**src/rtl/core/afadc_pkg.sv**
```systemverilog
`timescale 1ns / 1ps
// ----------------------------------------------------------------------------
// afadc_pkg: shared constants for the API frame ADC receiver
// Field widths, register indexes and the fixed-point temperature constants.
// ----------------------------------------------------------------------------
package afadc_pkg;

  localparam int unsigned ByteW   = 8;
  localparam int unsigned MaxLenW = 16;
  localparam int unsigned LeftW   = 17;
  localparam int unsigned AdcW    = 16;
  localparam int unsigned TempW   = 21;
  localparam int unsigned CfgIdxW = 2;
  localparam int unsigned CfgW    = 16;
  localparam int unsigned OutW    = 40;   // adc + temp, padded to whole bytes

  // Register indexes on the configuration port
  localparam logic [CfgIdxW-1:0] REG_SOF_BYTE   = 2'd0;
  localparam logic [CfgIdxW-1:0] REG_FRAME_TYPE = 2'd1;
  localparam logic [CfgIdxW-1:0] REG_MAX_LENGTH = 2'd2;

  localparam logic [ByteW-1:0]   SOF_BYTE_RST   = 8'h7E;
  localparam logic [ByteW-1:0]   FRAME_TYPE_RST = 8'h92;
  localparam logic [MaxLenW-1:0] MAX_LENGTH_RST = 16'd49;
  localparam logic [MaxLenW-1:0] MIN_LENGTH     = 16'd3;
  localparam logic [ByteW-1:0]   GOOD_SUM       = 8'hFF;

  // temp = floor((adc*12500 + 511) / 1023) - 5000
  localparam int unsigned ProdW = 30;    // adc*12500+511 < 2^30
  localparam int unsigned QuoW  = 20;    // quotient < 2^20
  localparam int unsigned RemW  = 31;
  localparam int unsigned RecipShift = 40;
  localparam int unsigned RecipW     = 31;
  localparam int unsigned WideW      = ProdW + RecipW;
  localparam logic [ProdW-1:0]  ADC_GAIN    = 30'd12500;
  localparam logic [ProdW-1:0]  ADC_ROUND   = 30'd511;
  localparam logic [RemW-1:0]   ADC_DIV     = 31'd1023;
  // (2^40 - 1) / 1023, exact; the estimate is the quotient or one below it
  localparam logic [RecipW-1:0] ADC_RECIP   = 31'd1074791425;
  localparam logic [TempW-1:0]  TEMP_OFFSET = 21'd5000;

endpackage

```
**src/rtl/core/api_frame_adc_receiver.sv**
```systemverilog
`timescale 1ns / 1ps
// ----------------------------------------------------------------------------
// api_frame_adc_receiver: API frame parser giving ADC sample and temperature
// Hunts for the start byte, checks length, type and checksum, and converts
// the last two data bytes of a good frame into a temperature in 0.01 degC.
// ----------------------------------------------------------------------------
// One received byte is taken per transfer, and a byte can be accepted in
// every clock cycle while the slave side is not stalled. The frame parser
// updates its state in the cycle a byte is accepted; a good frame's sample
// then passes a four-register pipeline (parse result, scale multiply,
// reciprocal multiply, quotient correction) before it appears on the master
// side. Each stage holds its item until the next one frees up, so the slave
// side stalls only when every stage is full and the output is not taken.
// Registers may be written at any time and take effect on the next byte.
module api_frame_adc_receiver (
  input  logic                              clk_i,
  input  logic                              rst_ni,
  // configuration
  input  logic                              cfg_we_i,
  input  logic [afadc_pkg::CfgIdxW-1:0]     cfg_idx_i,
  input  logic [afadc_pkg::CfgW-1:0]        cfg_data_i,
  // received bytes
  input  logic                              s_axis_tvalid_i,
  output logic                              s_axis_tready_o,
  input  logic [afadc_pkg::ByteW-1:0]       s_axis_tdata_i,  // [7:0] rx_byte
  // results
  output logic                              m_axis_tvalid_o,
  input  logic                              m_axis_tready_i,
  // [15:0] adc_value, [36:16] temp_centi (signed), [39:37] zero
  output logic [afadc_pkg::OutW-1:0]        m_axis_tdata_o
);

  import afadc_pkg::*;

  typedef enum logic [1:0] {PH_HUNT, PH_LEN_HI, PH_LEN_LO, PH_BODY} phase_e;

  // configuration registers
  logic [ByteW-1:0]   sof_byte_q;
  logic [ByteW-1:0]   frame_type_q;
  logic [MaxLenW-1:0] max_length_q;

  // parser state
  phase_e           phase_q, phase_d;
  logic [ByteW-1:0] len_hi_q, len_hi_d;
  logic [LeftW-1:0] left_q, left_d;
  logic [ByteW-1:0] sum_q, sum_d;
  logic [ByteW-1:0] type_q, type_d;
  logic [ByteW-1:0] older_q, older_d;
  logic [ByteW-1:0] newer_q, newer_d;
  logic             type_pend_q, type_pend_d;
  logic             good;

  // pipeline
  logic             v1_q, v2_q, v3_q, v4_q;
  logic             rdy1, rdy2, rdy3, rdy4;
  logic [AdcW-1:0]  adc1_q, adc2_q, adc3_q, adc4_q;
  logic [ProdW-1:0] p2_q, p3_q;
  logic [QuoW-1:0]  qe3_q;
  logic [TempW-1:0] temp4_q;

  logic             s_fire;
  logic [ByteW-1:0] b;
  logic [MaxLenW-1:0] len;
  logic [WideW-1:0] wide;
  logic [RemW-1:0]  rem;
  logic [QuoW-1:0]  quo;

  assign rdy4 = !v4_q || m_axis_tready_i;
  assign rdy3 = !v3_q || rdy4;
  assign rdy2 = !v2_q || rdy3;
  assign rdy1 = !v1_q || rdy2;
  assign s_axis_tready_o = rdy1;
  assign s_fire = s_axis_tvalid_i && rdy1;
  assign b = s_axis_tdata_i;
  assign len = {len_hi_q, b};

  always_comb begin
    phase_d     = phase_q;
    len_hi_d    = len_hi_q;
    left_d      = left_q;
    sum_d       = sum_q;
    type_d      = type_q;
    older_d     = older_q;
    newer_d     = newer_q;
    type_pend_d = type_pend_q;
    good        = 1'b0;
    case (phase_q)
      PH_HUNT: begin
        if (b == sof_byte_q) phase_d = PH_LEN_HI;
      end
      PH_LEN_HI: begin
        len_hi_d = b;
        phase_d  = PH_LEN_LO;
      end
      PH_LEN_LO: begin
        if (len > max_length_q || len < MIN_LENGTH) begin
          phase_d = PH_HUNT;
        end else begin
          left_d      = LeftW'(len) + LeftW'(1);
          sum_d       = '0;
          type_pend_d = 1'b1;
          phase_d     = PH_BODY;
        end
      end
      PH_BODY: begin
        sum_d = sum_q + b;
        if (left_q > LeftW'(1)) begin
          left_d = left_q - LeftW'(1);
          if (type_pend_q) begin
            type_d      = b;
            type_pend_d = 1'b0;
          end else begin
            older_d = newer_q;
            newer_d = b;
          end
        end else begin
          // checksum byte
          left_d      = '0;
          phase_d     = PH_HUNT;
          type_pend_d = 1'b0;
          good        = (sum_d == GOOD_SUM) && (type_q == frame_type_q);
        end
      end
      default: phase_d = PH_HUNT;
    endcase
  end

  always_ff @(posedge clk_i or negedge rst_ni) begin
    if (!rst_ni) begin
      sof_byte_q   <= SOF_BYTE_RST;
      frame_type_q <= FRAME_TYPE_RST;
      max_length_q <= MAX_LENGTH_RST;
    end else if (cfg_we_i) begin
      case (cfg_idx_i)
        REG_SOF_BYTE:   sof_byte_q   <= cfg_data_i[ByteW-1:0];
        REG_FRAME_TYPE: frame_type_q <= cfg_data_i[ByteW-1:0];
        REG_MAX_LENGTH: max_length_q <= cfg_data_i[MaxLenW-1:0];
        default: ;
      endcase
    end
  end

  always_ff @(posedge clk_i or negedge rst_ni) begin
    if (!rst_ni) begin
      phase_q     <= PH_HUNT;
      len_hi_q    <= '0;
      left_q      <= '0;
      sum_q       <= '0;
      type_q      <= '0;
      older_q     <= '0;
      newer_q     <= '0;
      type_pend_q <= 1'b0;
    end else if (s_fire) begin
      phase_q     <= phase_d;
      len_hi_q    <= len_hi_d;
      left_q      <= left_d;
      sum_q       <= sum_d;
      type_q      <= type_d;
      older_q     <= older_d;
      newer_q     <= newer_d;
      type_pend_q <= type_pend_d;
    end
  end

  // quotient estimate from the reciprocal product, then one correction step
  assign wide = WideW'(p2_q) * WideW'(ADC_RECIP);
  assign rem  = RemW'(p3_q) - ((RemW'(qe3_q) << 10) - RemW'(qe3_q));
  assign quo  = (rem >= ADC_DIV) ? qe3_q + QuoW'(1) : qe3_q;

  always_ff @(posedge clk_i or negedge rst_ni) begin
    if (!rst_ni) begin
      v1_q <= 1'b0;
      v2_q <= 1'b0;
      v3_q <= 1'b0;
      v4_q <= 1'b0;
    end else begin
      if (rdy1) v1_q <= s_fire && good;
      if (rdy2) v2_q <= v1_q;
      if (rdy3) v3_q <= v2_q;
      if (rdy4) v4_q <= v3_q;
    end
  end

  always_ff @(posedge clk_i) begin
    if (rdy1) adc1_q <= {older_q, newer_q};
    if (rdy2) begin
      adc2_q <= adc1_q;
      p2_q   <= ProdW'(adc1_q) * ADC_GAIN + ADC_ROUND;
    end
    if (rdy3) begin
      adc3_q <= adc2_q;
      p3_q   <= p2_q;
      qe3_q  <= wide[RecipShift +: QuoW];
    end
    if (rdy4) begin
      adc4_q  <= adc3_q;
      temp4_q <= TempW'(quo) - TEMP_OFFSET;
    end
  end

  assign m_axis_tvalid_o = v4_q;
  assign m_axis_tdata_o  = {{(OutW - TempW - AdcW){1'b0}}, temp4_q, adc4_q};

  // the input only stalls behind a full, untaken output
  a_stall_cause: assert property (@(posedge clk_i) disable iff (!rst_ni)
    !s_axis_tready_o |-> (m_axis_tvalid_o && !m_axis_tready_i))
    else $error("input stalled without output back-pressure");

  // a frame body always has at least the checksum byte outstanding
  a_body_left: assert property (@(posedge clk_i) disable iff (!rst_ni)
    (phase_q == PH_BODY) |-> (left_q != '0))
    else $error("body phase with no bytes left");

  // temperature never below the offset floor
  a_temp_floor: assert property (@(posedge clk_i) disable iff (!rst_ni)
    m_axis_tvalid_o |-> ($signed(temp4_q) >= -$signed(TEMP_OFFSET)))
    else $error("temperature below lower bound");

  // quotient correction leaves a proper remainder
  a_rem_range: assert property (@(posedge clk_i) disable iff (!rst_ni)
    v3_q |-> (rem < (ADC_DIV << 1)))
    else $error("reciprocal estimate off by more than one");

endmodule

```
**config.mk**
```make
export PLATFORM = sky130hd
export DESIGN_NAME = api_frame_adc_receiver
export DESIGN_NICKNAME = d
export VERILOG_FILES = /design/src/rtl/core/afadc_pkg.sv /design/src/rtl/core/api_frame_adc_receiver.sv
export SDC_FILE = /design/constraint.sdc
export NUM_CORES = 1
export LEC_CHECK = 0
export BUFFER_PORTS_ARGS = -buffer_cell sky130_fd_sc_hd__clkbuf_2
export CORE_ASPECT_RATIO = 1.5
export CORE_MARGIN = 8
export CORE_UTILIZATION = 36
export DETAILED_ROUTE_END_ITERATION = 6
export GPL_TIMING_DRIVEN = 0
export PLACE_DENSITY_LB_ADDON = 0.2
export SETUP_SLACK_MARGIN = 0.15
export SYNTH_ARGS = -nofsm -noshare
export SYNTH_HDL_FRONTEND = slang
export SYNTH_SLANG_ARGS = --single-unit
```
**constraint.sdc**
```tcl
create_clock -name clk_i -period 6.1 [get_ports clk_i]
set_input_delay 0.305 -clock clk_i [delete_from_list [all_inputs] [get_ports clk_i]]
set_output_delay 0.305 -clock clk_i [all_outputs]
set_load 0.005 [all_outputs]
```
**Yosys cells after proc, flatten, opt, wreduce, memory -nomap -nowiden**

Cells that the tools add are included.

- Register bits after elaboration: 261
- Input bits: 31
- Output and inout bits: 42

- Add/sub/neg operators: 8
- Multiply operators: 2
- Magnitude comparators: 4
- Eq/ne operators: 11
- Mux-type cells: 14
- Bitwise gates (word level): 1
- Reduce and logical (&&, ||, !) cells: 23

Operators by type and width:

| operator | number |
|---|---|
| 30-bit by 31-bit multiplier with 60-bit output, second input constant | 1 |
| 17-bit 2-to-1 mux | 2 |
| 17-bit case mux with 2 select lines | 1 |
| 31-bit by 10-bit greater-or-equal comparator with 1-bit output, second input constant | 1 |
| 30-bit by 20-bit subtractor with 31-bit output | 1 |
| 30-bit by 31-bit subtractor with 31-bit output | 1 |
| 30-bit by 9-bit adder with 30-bit output, second input constant | 1 |
| 16-bit by 12-bit multiplier with 28-bit output, second input constant | 1 |
| 20-bit by 13-bit subtractor with 21-bit output, second input constant | 1 |
| 20-bit by 1-bit adder with 20-bit output, second input constant | 1 |
| 20-bit 2-to-1 mux | 1 |
| 16-bit by 1-bit adder with 17-bit output, second input constant | 1 |
| 17-bit by 1-bit greater-than comparator with 1-bit output, second input constant | 1 |
| 17-bit by 1-bit subtractor with 17-bit output, second input constant | 1 |
| 8-bit == test | 2 |
| 16-bit greater-than comparator | 1 |
| 16-bit by 2-bit < comparator with 1-bit output, second input constant | 1 |
| 8-bit case mux with 2 select lines | 1 |
| 8-bit adder | 1 |
| 8-bit == test, second input constant | 1 |
| 8-bit 2-to-1 mux | 1 |
| 2-bit case mux with 4 select lines | 1 |
| 2-bit AND reduction | 4 |
| 4-bit AND reduction | 2 |
| other kinds (13) | 33 |

**Depth between registers and ports, before layout**

Gate-level depths: netlist of the first run.

- Depth after elaboration: 7
- Depth in mapped cells: 22
- Gate-level depth less buffers: 22

**Worst setup path after synthesis of the first run**

OpenSTA, ideal clock, no wires.

- Path type: register to register
- Start point: register adc1_q[4]
- End point: register p2_q[29] (data pin)
- Setup time: 264 ps
- Arrival: 5414 ps
- Setup slack: 422 ps
- Cell stages (with the launch flop): 20
- Period minus slack after synthesis: 5678 ps
- Cells stage by stage: edfxtp_1 ha_1 ha_1 inv_1 fa_1 inv_1 fa_1 fa_1 ha_1 o21a_1 o21ai_0 o21ai_0 a211oi_1 nand4b_1 a211o_1 nor4bb_1 and3_1 nand2_1 nor4_1 xnor2_1

- Longest elaborated chain between the ends: 2

Ends and longest elaborated chain:

| what | RTL line | source |
|---|---|---|
| from (decl) | api_frame_adc_receiver.sv:56 | `logic [AdcW-1:0] adc1_q, adc2_q, adc3_q, adc4_q;` |
| from (signal assigned) | api_frame_adc_receiver.sv:185 | `if (rdy1) adc1_q <= {older_q, newer_q};` |
| 16-bit by 12-bit multiplier with 28-bit output | api_frame_adc_receiver.sv:188 | `p2_q <= ProdW'(adc1_q) * ADC_GAIN + ADC_ROUND;` |
| 30-bit by 9-bit adder with 30-bit output | api_frame_adc_receiver.sv:188 |  |
| to (signal assigned) | api_frame_adc_receiver.sv:188 |  |
| to (decl) | api_frame_adc_receiver.sv:57 | `logic [ProdW-1:0] p2_q, p3_q;` |

Every way passes these cells.
A chain may end at the register's enable or synchronous reset.

**Worst setup path after layout of the first run**

- Start point: register qe3_q[12]
- End point: register temp4_q[19] (data pin)

- Longest elaborated chain between the ends: 5
- Elaborated cells between the ends (all ways): 6
- Those cells by class: 4 x add/sub; 1 x order compare; 1 x mux

Ends and longest elaborated chain:

| what | RTL line | source |
|---|---|---|
| from (decl) | api_frame_adc_receiver.sv:58 | `logic [QuoW-1:0] qe3_q;` |
| from (signal assigned) | api_frame_adc_receiver.sv:193 | `qe3_q <= wide[RecipShift +: QuoW];` |
| 30-bit by 20-bit subtractor with 31-bit output | api_frame_adc_receiver.sv:167 | `assign rem = RemW'(p3_q) - ((RemW'(qe3_q) << 10) - RemW'(qe3_q));` |
| 30-bit by 31-bit subtractor with 31-bit output | api_frame_adc_receiver.sv:167 |  |
| 31-bit by 10-bit greater-or-equal comparator with 1-bit output | api_frame_adc_receiver.sv:168 | `assign quo = (rem >= ADC_DIV) ? qe3_q + QuoW'(1) : qe3_q;` |
| 20-bit 2-to-1 mux (*) | api_frame_adc_receiver.sv:168 |  |
| 20-bit by 13-bit subtractor with 21-bit output (*) | api_frame_adc_receiver.sv:197 | `temp4_q <= TempW'(quo) - TEMP_OFFSET;` |
| to (signal assigned) | api_frame_adc_receiver.sv:197 |  |
| to (decl) | api_frame_adc_receiver.sv:59 | `logic [TempW-1:0] temp4_q;` |

Every way passes the cells marked *; elsewhere a longest branch is shown, timed or not.

==> results of run 1 <==
==> cell type report <==
type                    count  area, sq um
well taps                 702          878
clock buffers              35          811
flip-flops and latches    257         7250
repair buffers            117          778
multi-input cells        1353        12100
inverters                 244          916
plain buffers              40          180
clock inverters            17          188
fillers                  5426        32600
==> logic make-up (layout without fill, tap and decap cells) <==
group / count (synthesis) / after routing
buffers and inverters: 284 / 453
flip-flops: 257 / 257
other: 1 / 3
adder cells (fa/ha/maj): 408 / 408
AND/OR/NAND/NOR: 392 / 392
AO/OA/AOI/OAI: 336 / 336
multiplexers: 72 / 72
XOR/XNOR: 142 / 142
==> per-layer routing <==
layer / vias to the layer above / global-route usage
met5: - / 0
met4: 0 / 0.0739
met3: 117 / 0.0175
met2: 276 / 0.333
met1: 6917 / 0.142
li1: 7079 / -
==> cells in the mapped netlist (8+ instances only) <==
master	count	area, sq um
ha_1	341	4270
inv_1	244	916
edfxtp_1	161	4830
xnor2_1	95	832
nand2_1	94	353
a21oi_1	84	420
dfrtp_1	84	2100
nor2_1	80	300
o21ai_0	68	340
fa_1	67	1340
mux2_2	63	709
xor2_1	46	403
nand3_1	41	205
nor3_1	40	200
clkbuf_1	29	109
nand4_1	29	181
a21o_1	26	195
nor4_1	21	131
o21a_1	21	158
a31oi_1	16	100
and2_1	14	87.6
and3_1	14	87.6
a211oi_1	13	97.6
dfstp_2	12	315
o21bai_1	12	90.1
o211ai_1	11	82.6
or3_1	10	62.6
mux2i_1	8	80.1
nand3b_1	8	60.1
nor2b_1	8	50.1
==> layout by cell type (no fill, tap or decap), drive strengths merged, types with 41 or more instances in the layout <==
master and count:
ha 341, inv 247, edfxtp 161, clkbuf 133, xnor2 96, nand2 94
dfrtp 84, a21oi 84, nor2 80, o21ai 74, fa 67, mux2 64
buf 49, xor2 46, nand3 42, nor3 41
==> timing repair <==
item	CTS	global route
pin swaps	3	12
endpoints found under the setup margin	18	20
hold buffers	10	0
gates resized for setup	21	31
setup buffers	10	25
hold endpoints to repair	39	0
==> registers in the layout, summed over array words and instances, names as in the netlist, 16 cells and up <==
signal / count
p2_q: 28
p3_q: 28
temp4_q: 21
qe3_q: 20
left_q: 17
adc1_q: 16
adc2_q: 16
adc3_q: 16
adc4_q: 16
max_length_q: 16
==> path summary, 6_finish.rpt <==
path	to	slack [ps]	startpoint
worst max register to register	temp4_q[19]	360	qe3_q[12]
max in group asynchronous	max_length_q[5]	5090	rst_ni
min in group asynchronous	older_q[5]	300	rst_ni
worst max-delay path	temp4_q[19]	360	qe3_q[12]
worst min register to register	adc4_q[3]	410	adc3_q[3]
worst min-delay path	max_length_q[0]	40	cfg_data_i[0]
==> per-stage QoR <==
stage	area (sq um)	TNS, ps
final	23100	0
after global routing	23100	0
after CTS	22800	0
after detailed placement	21600	-3190
after global placement	21500	-2840
after floorplan	20200	0
==> metrics.md, run 1 <==
| Metric | Value |
|---|---|
| YS warnings | `0` |
| Worst-path clk slew | `70 ps` |
| Final GP Congestion | `0.962` |
| Relative slew slack | `0.196` |
| Hpwl dp | `41,400 um` |
| Final setup violating endpoints | `0` |
| Met3 wire len | `1360 um` |
| Top_reg_cell synth | `edfxtp_1` |
| Syn-to-layout area delta | `14.4%` |
| Async set-reset flop share out of synthesis | `0.374` |
| Register bit total from synthesis | `257` |
| Crit path cell chain | `fa_1 > ha_1 > ha_1 > buf_2 > a211oi_2 > o21bai_1 > a32oi_2 > a31oi_1 > or3_1 > nor4_4 > and4_4 > and3_4 > buf_6 > nor2_1 > xnor2_2 > ha_4 > o21ai_2 > a31oi_4 > nand3b_1 > xnor2_1` |
| Status | `complete, no violations` |
| Via Count | `14.4k` |
| GRT Util Overall | `0.157` |
| Mux share of post-synthesis cell area | `0.0397` |
| Grt ovf | `0` |
| Max clock buf depth | `3` |
| First-pass GRT wire length | `80,500 um` |
| Compound-Gate Fraction of Synth Area | `0.110` |
| CP dominant cell by count | `ha_1` |
| Arrival @ worst endpoint | `6030 ps` |
| Post-layout util | `0.416` |
| Setup Skew | `14.4 ps` |
| Max cap viols | `0` |
| Drt wl/cell | `18.4 um` |
| ANT nets after route | `0` |
| Die Y | `306 um` |
| Die area | `64,200 sq um` |
| Max Clock Freq | `174 MHz` |
| CTS H-Tree Depth | `1` |
| Worst skew pair latency | `560 ps` |
| Crit path capture type | `flip-flop` |
| Number of enable flip-flop cells after synthesis | `161` |
| Period Utilization, post-route | `0.941` |
| Cts bufs inserted | `28` |
| Synth Cell Area | `20,200 sq um` |
| # rows | `106` |
| Top layer in use | `met4` |
| CP startpoint kind | `flip-flop` |
| Top Ports | `73` |
| Post-synthesis adder-cell area fraction | `0.277` |
| Largest family of logic cells by synthesized area | `adder cells` |
| Largest net degree at the start of global routing | `66` |
| Met2 wire len | `29,600 um` |
| Crit-path slowest cell | `edfxtp_1` |
| Layout cells sized above 1 | `0.148` |
| Avg Cell Area, Syn | `10.7 sq um` |
| Final Hold Viols | `0` |
| CP top delay family | `simple AND/OR/NAND/NOR gates` |
| NumNets Final | `2,480` |
| RSZ-0062 raised after global routing | `false` |
| DRT met1 WL | `17,500 um` |
| Post-synthesis simple-gate area fraction | `0.0988` |
| Worst Path Required | `6390 ps` |
| Min-delay worst type | `in2reg` |
| TritonCTS clock tree | `built` |
| Worst-Margin Slew | `1200 ps` |
| Initial Utilization | `0.363` |
| Detailed Route Iter0 Violations | `454` |
| Placed cells | `2,668` |
| CP peak stage delay | `540 ps` |
| Buffers on Ports | `69` |
| WP buf/inv | `2` |
| Final Instance Count excl. Fillers | `2,765` |
| Synth unique cells | `85` |
| Fin. max-slew vios | `0` |
| DRC Markers | `0` |
| Reg2Reg Depth | `20` |
| CTS sink cnt | `257` |
| Chip width | `210 um` |
| Clk Tree Root Cell | `clkbuf_16` |
| Inserted Diodes | `0` |
| Vias in the first global route | `15.4k` |
| Post-synthesis xor/xnor area fraction | `0.0618` |
| Total Wirelength | `50,900 um` |
| Synth Instances | `1,892` |
| Post-route setup slack | `362 ps` |
| Min cycle time layout | `5740 ps` |
| Hold Crit Depth | `2` |
| WHS | `39.1 ps` |
| Initial antenna violation count | `0` |
| DRT Pass-1 Iters | `7` |
| Core footprint | `55,700 sq um` |
| Pre-CTS setup slack | `-428 ps` |
| Seq/Total Area, Yosys | `0.358` |
| Via density | `5.20` |
| Levels on crit path | `20` |
| Critical path class | `reg2reg` |
| Critical path fanouts, max | `10` |
Power of run 1 is left out: the tool's default activity adds up to more than one toggle a clock period on the data nets, which glitch-free logic cannot reach.
==> inputs of run 2 (changes only) <==
clock period = 5.3 ns   (was 6.1 ns; I/O delays follow)
==> metrics.md, run 2 (synthesized netlist as in run 1, its figures left out) <==
| Metric | Value |
|---|---|
| Status | `finished with violations (was complete, no violations)` |
| Failing checks | `setup timing` |
| TritonCTS clock tree | `built (unchanged)` |
| Via Count | `14.8k (was 14.4k)` |
| Placed cells | `2,668 (unchanged)` |
| Cts bufs inserted | `28 (unchanged)` |
| CP peak stage delay | `530 ps (was 540 ps)` |
| Chip width | `210 um (unchanged)` |
| Max clock buf depth | `3 (unchanged)` |
| Die area | `64,200 sq um (unchanged)` |
| DRC Markers | `0 (unchanged)` |
| RSZ-0062 raised after global routing | `true (was false)` |
| Buffers on Ports | `69 (unchanged)` |
| Arrival @ worst endpoint | `5760 ps (was 6030 ps)` |
| Worst Path Required | `5610 ps (was 6390 ps)` |
| Crit path capture type | `flip-flop (unchanged)` |
| Vias in the first global route | `16.0k (was 15.4k)` |
| Initial antenna violation count | `0 (unchanged)` |
| Initial Utilization | `0.363 (unchanged)` |
| CP startpoint kind | `flip-flop (unchanged)` |
| Fillers | `5,226 (was 5,426)` |
| Min-delay src | `cfg_data_i[5] (was cfg_data_i[0])` |
| Most common cell after layout, fill and taps aside | `ha_1 (unchanged)` |
| Total Wirelength | `52,500 um (was 50,900 um)` |
| Inserted Diodes | `0 (unchanged)` |
| Grt ovf | `0 (unchanged)` |
| WP buf/inv | `4 (was 2)` |
| Final Hold Viols | `0 (unchanged)` |
| Worst-Margin Slew | `1230 ps (was 1200 ps)` |
| Worst reg2reg path startpoint | `adc1_q[6] (was qe3_q[12])` |
| Final Instance Count excl. Fillers | `2,850 (was 2,765)` |
| Largest net degree at the start of global routing | `66 (unchanged)` |
| R2r setup slk | `-150 ps (was 360 ps)` |
| CTS H-Tree Depth | `1 (unchanged)` |
| Critical path fanouts, max | `3 (was 10)` |
| Post-layout util | `0.447 (was 0.416)` |
| Final setup violating endpoints | `4 (was 0)` |
| Top Registers | `p2_q (28), p3_q (28), temp4_q (21) (unchanged)` |
| Setup Skew | `12.2 ps (was 14.4 ps)` |
| DRT Pass-1 Iters | `5 (was 7)` |
| Hpwl dp | `41,500 um (was 41,400 um)` |
| ANT nets after route | `0 (unchanged)` |
| Min cycle time layout | `5450 ps (was 5740 ps)` |
| # rows | `106 (unchanged)` |
| CP top delay family | `adder cells (was simple AND/OR/NAND/NOR gates)` |
| GRT Util Overall | `0.162 (was 0.157)` |
| Post-route setup slack | `-149 ps (was 362 ps)` |
| RR Endpoint | `p2_q[29] (was temp4_q[19])` |
| NumNets Final | `2,565 (was 2,480)` |
| Syn-to-layout area delta | `23.0% (was 14.4%)` |
| Crit path cell chain | `buf_6 > ha_4 > ha_4 > inv_1 > fa_1 > inv_1 > fa_1 > fa_1 > ha_4 > o21a_1 > o21ai_4 > nor3_4 > buf_4 > a211oi_2 > nor2_1 > a41o_1 > nor4_1 > or3_1 > xor2_1 > nor4_4 > xnor2_1 (was fa_1 > ha_1 > ha_1 > buf_2 > a211oi_2 > o21bai_1 > a32oi_2 > a31oi_1 > or3_1 > nor4_4 > and4_4 > and3_4 > buf_6 > nor2_1 > xnor2_2 > ha_4 > o21ai_2 > a31oi_4 > nand3b_1 > xnor2_1)` |
| Crit-path slowest cell | `fa_1 (was edfxtp_1)` |
| Core footprint | `55,700 sq um (unchanged)` |
| Detailed Route Iter0 Violations | `462 (was 454)` |
| Period Utilization, post-route | `1.03 (was 0.941)` |
| Hold Crit Depth | `2 (unchanged)` |
| First-pass GRT wire length | `83,000 um (was 80,500 um)` |
| Fin. max-slew vios | `0 (unchanged)` |
| Reg2Reg Depth | `21 (was 20)` |
| Max cap viols | `0 (unchanged)` |
| Max Clock Freq | `184 MHz (was 174 MHz)` |
| Critical path class | `reg2reg (unchanged)` |
| CTS sink cnt | `257 (unchanged)` |
| Worst-path clk slew | `60 ps (was 70 ps)` |
| Commonest non-fill, non-tap cells in the layout | `ha_1, inv_1, edfxtp_1 (unchanged)` |
| Worst skew pair latency | `570 ps (was 560 ps)` |
| Clk Tree Root Cell | `clkbuf_16 (unchanged)` |
| Hold path endpoint | `max_length_q[5] (was max_length_q[0])` |
| Die Y | `306 um (unchanged)` |
| Relative slew slack | `0.172 (was 0.196)` |
| Min-delay worst type | `in2reg (unchanged)` |
| Layout cells sized above 1 | `0.249 (was 0.148)` |
| Via density | `5.19 (was 5.20)` |
| Top Ports | `73 (unchanged)` |
| Final GP Congestion | `0.942 (was 0.962)` |
| Drt wl/cell | `18.4 um (about the same)` |
run 2: changes by cell type in the layout (fill, tap and decap cells not counted), moves of 9 or more:
cell,change
o21ai_0,-9
inv_1,-9
ha_4,+31
a21oi_1,-14
ha_1,-38
a21oi_2,+10
buf_4,+81
run 2: per-stage QoR:
step	setup TNS, ps	hold slack, ps	worst slack (ps)	cell area, sq um
floorplan	0	-30.6	119	20400
global placement	-16290	406	-1140	21600
detailed placement	-17560	382	-1150	21700
CTS	-657	3.62	-171	24100
global route	-2140	21.1	-405	24900
finish	-440	41.4	-149	24900
run 2: area by class of cell:
type,count,area [sq um],area share
Multi-Input combinational cell,1353,13200,0.530
Sequential cell,257,7250,0.291
Timing Repair Buffer,202,1430,0.0576
Inverter,244,926,0.0372
Tap cell,702,878,0.0353
Clock buffer,31,753,0.0302
Buffer,40,231,0.00929
Clock inverter,21,220,0.00884
run 2: per-layer routing:
layer / up-vias / global-route usage / routed length, um
met2: 275 / 0.337 / 30300
met1: 7146 / 0.147 / 17900
met5: - / 0 / 0
met3: 134 / 0.0176 / 1260
li1: 7249 / - / -
met4: 0 / 0.0885 / 3080
run 2: worst max path at each step:
stage / start / cells past startpoint / to
after floorplan: adc1_q[5] / 19 / p2_q[28]
after global placement: qe3_q[3] / 22 / temp4_q[17]
after detailed placement: qe3_q[3] / 22 / temp4_q[17]
after CTS: adc1_q[11] / 20 / p2_q[28]
after global routing: adc1_q[8] / 19 / p2_q[28]
final: adc1_q[6] / 21 / p2_q[29]
run 2: worst reg2reg max path, stage by stage, from the launching register on:
cell	delay, ps
edfxtp_1	440
buf_6	160
ha_4	240
ha_4	280
inv_1	60
fa_1	530
inv_1	50
fa_1	490
fa_1	460
ha_4	300
o21a_1	180
o21ai_4	90
nor3_4	230
buf_4	150
a211oi_2	80
nor2_1	210
a41o_1	230
nor4_1	50
or3_1	390
xor2_1	200
nor4_4	300
xnor2_1	90
run 2: repair_timing:
action,4_1_cts,5_1_grt
buffers inserted,83,33
hold buffers,14,0
endpoints found under the hold margin,67,0
endpoints found under the setup margin,44,35
pin swaps,65,49
gates resized for setup,136,102
Power of run 2 is left out for the same reason.
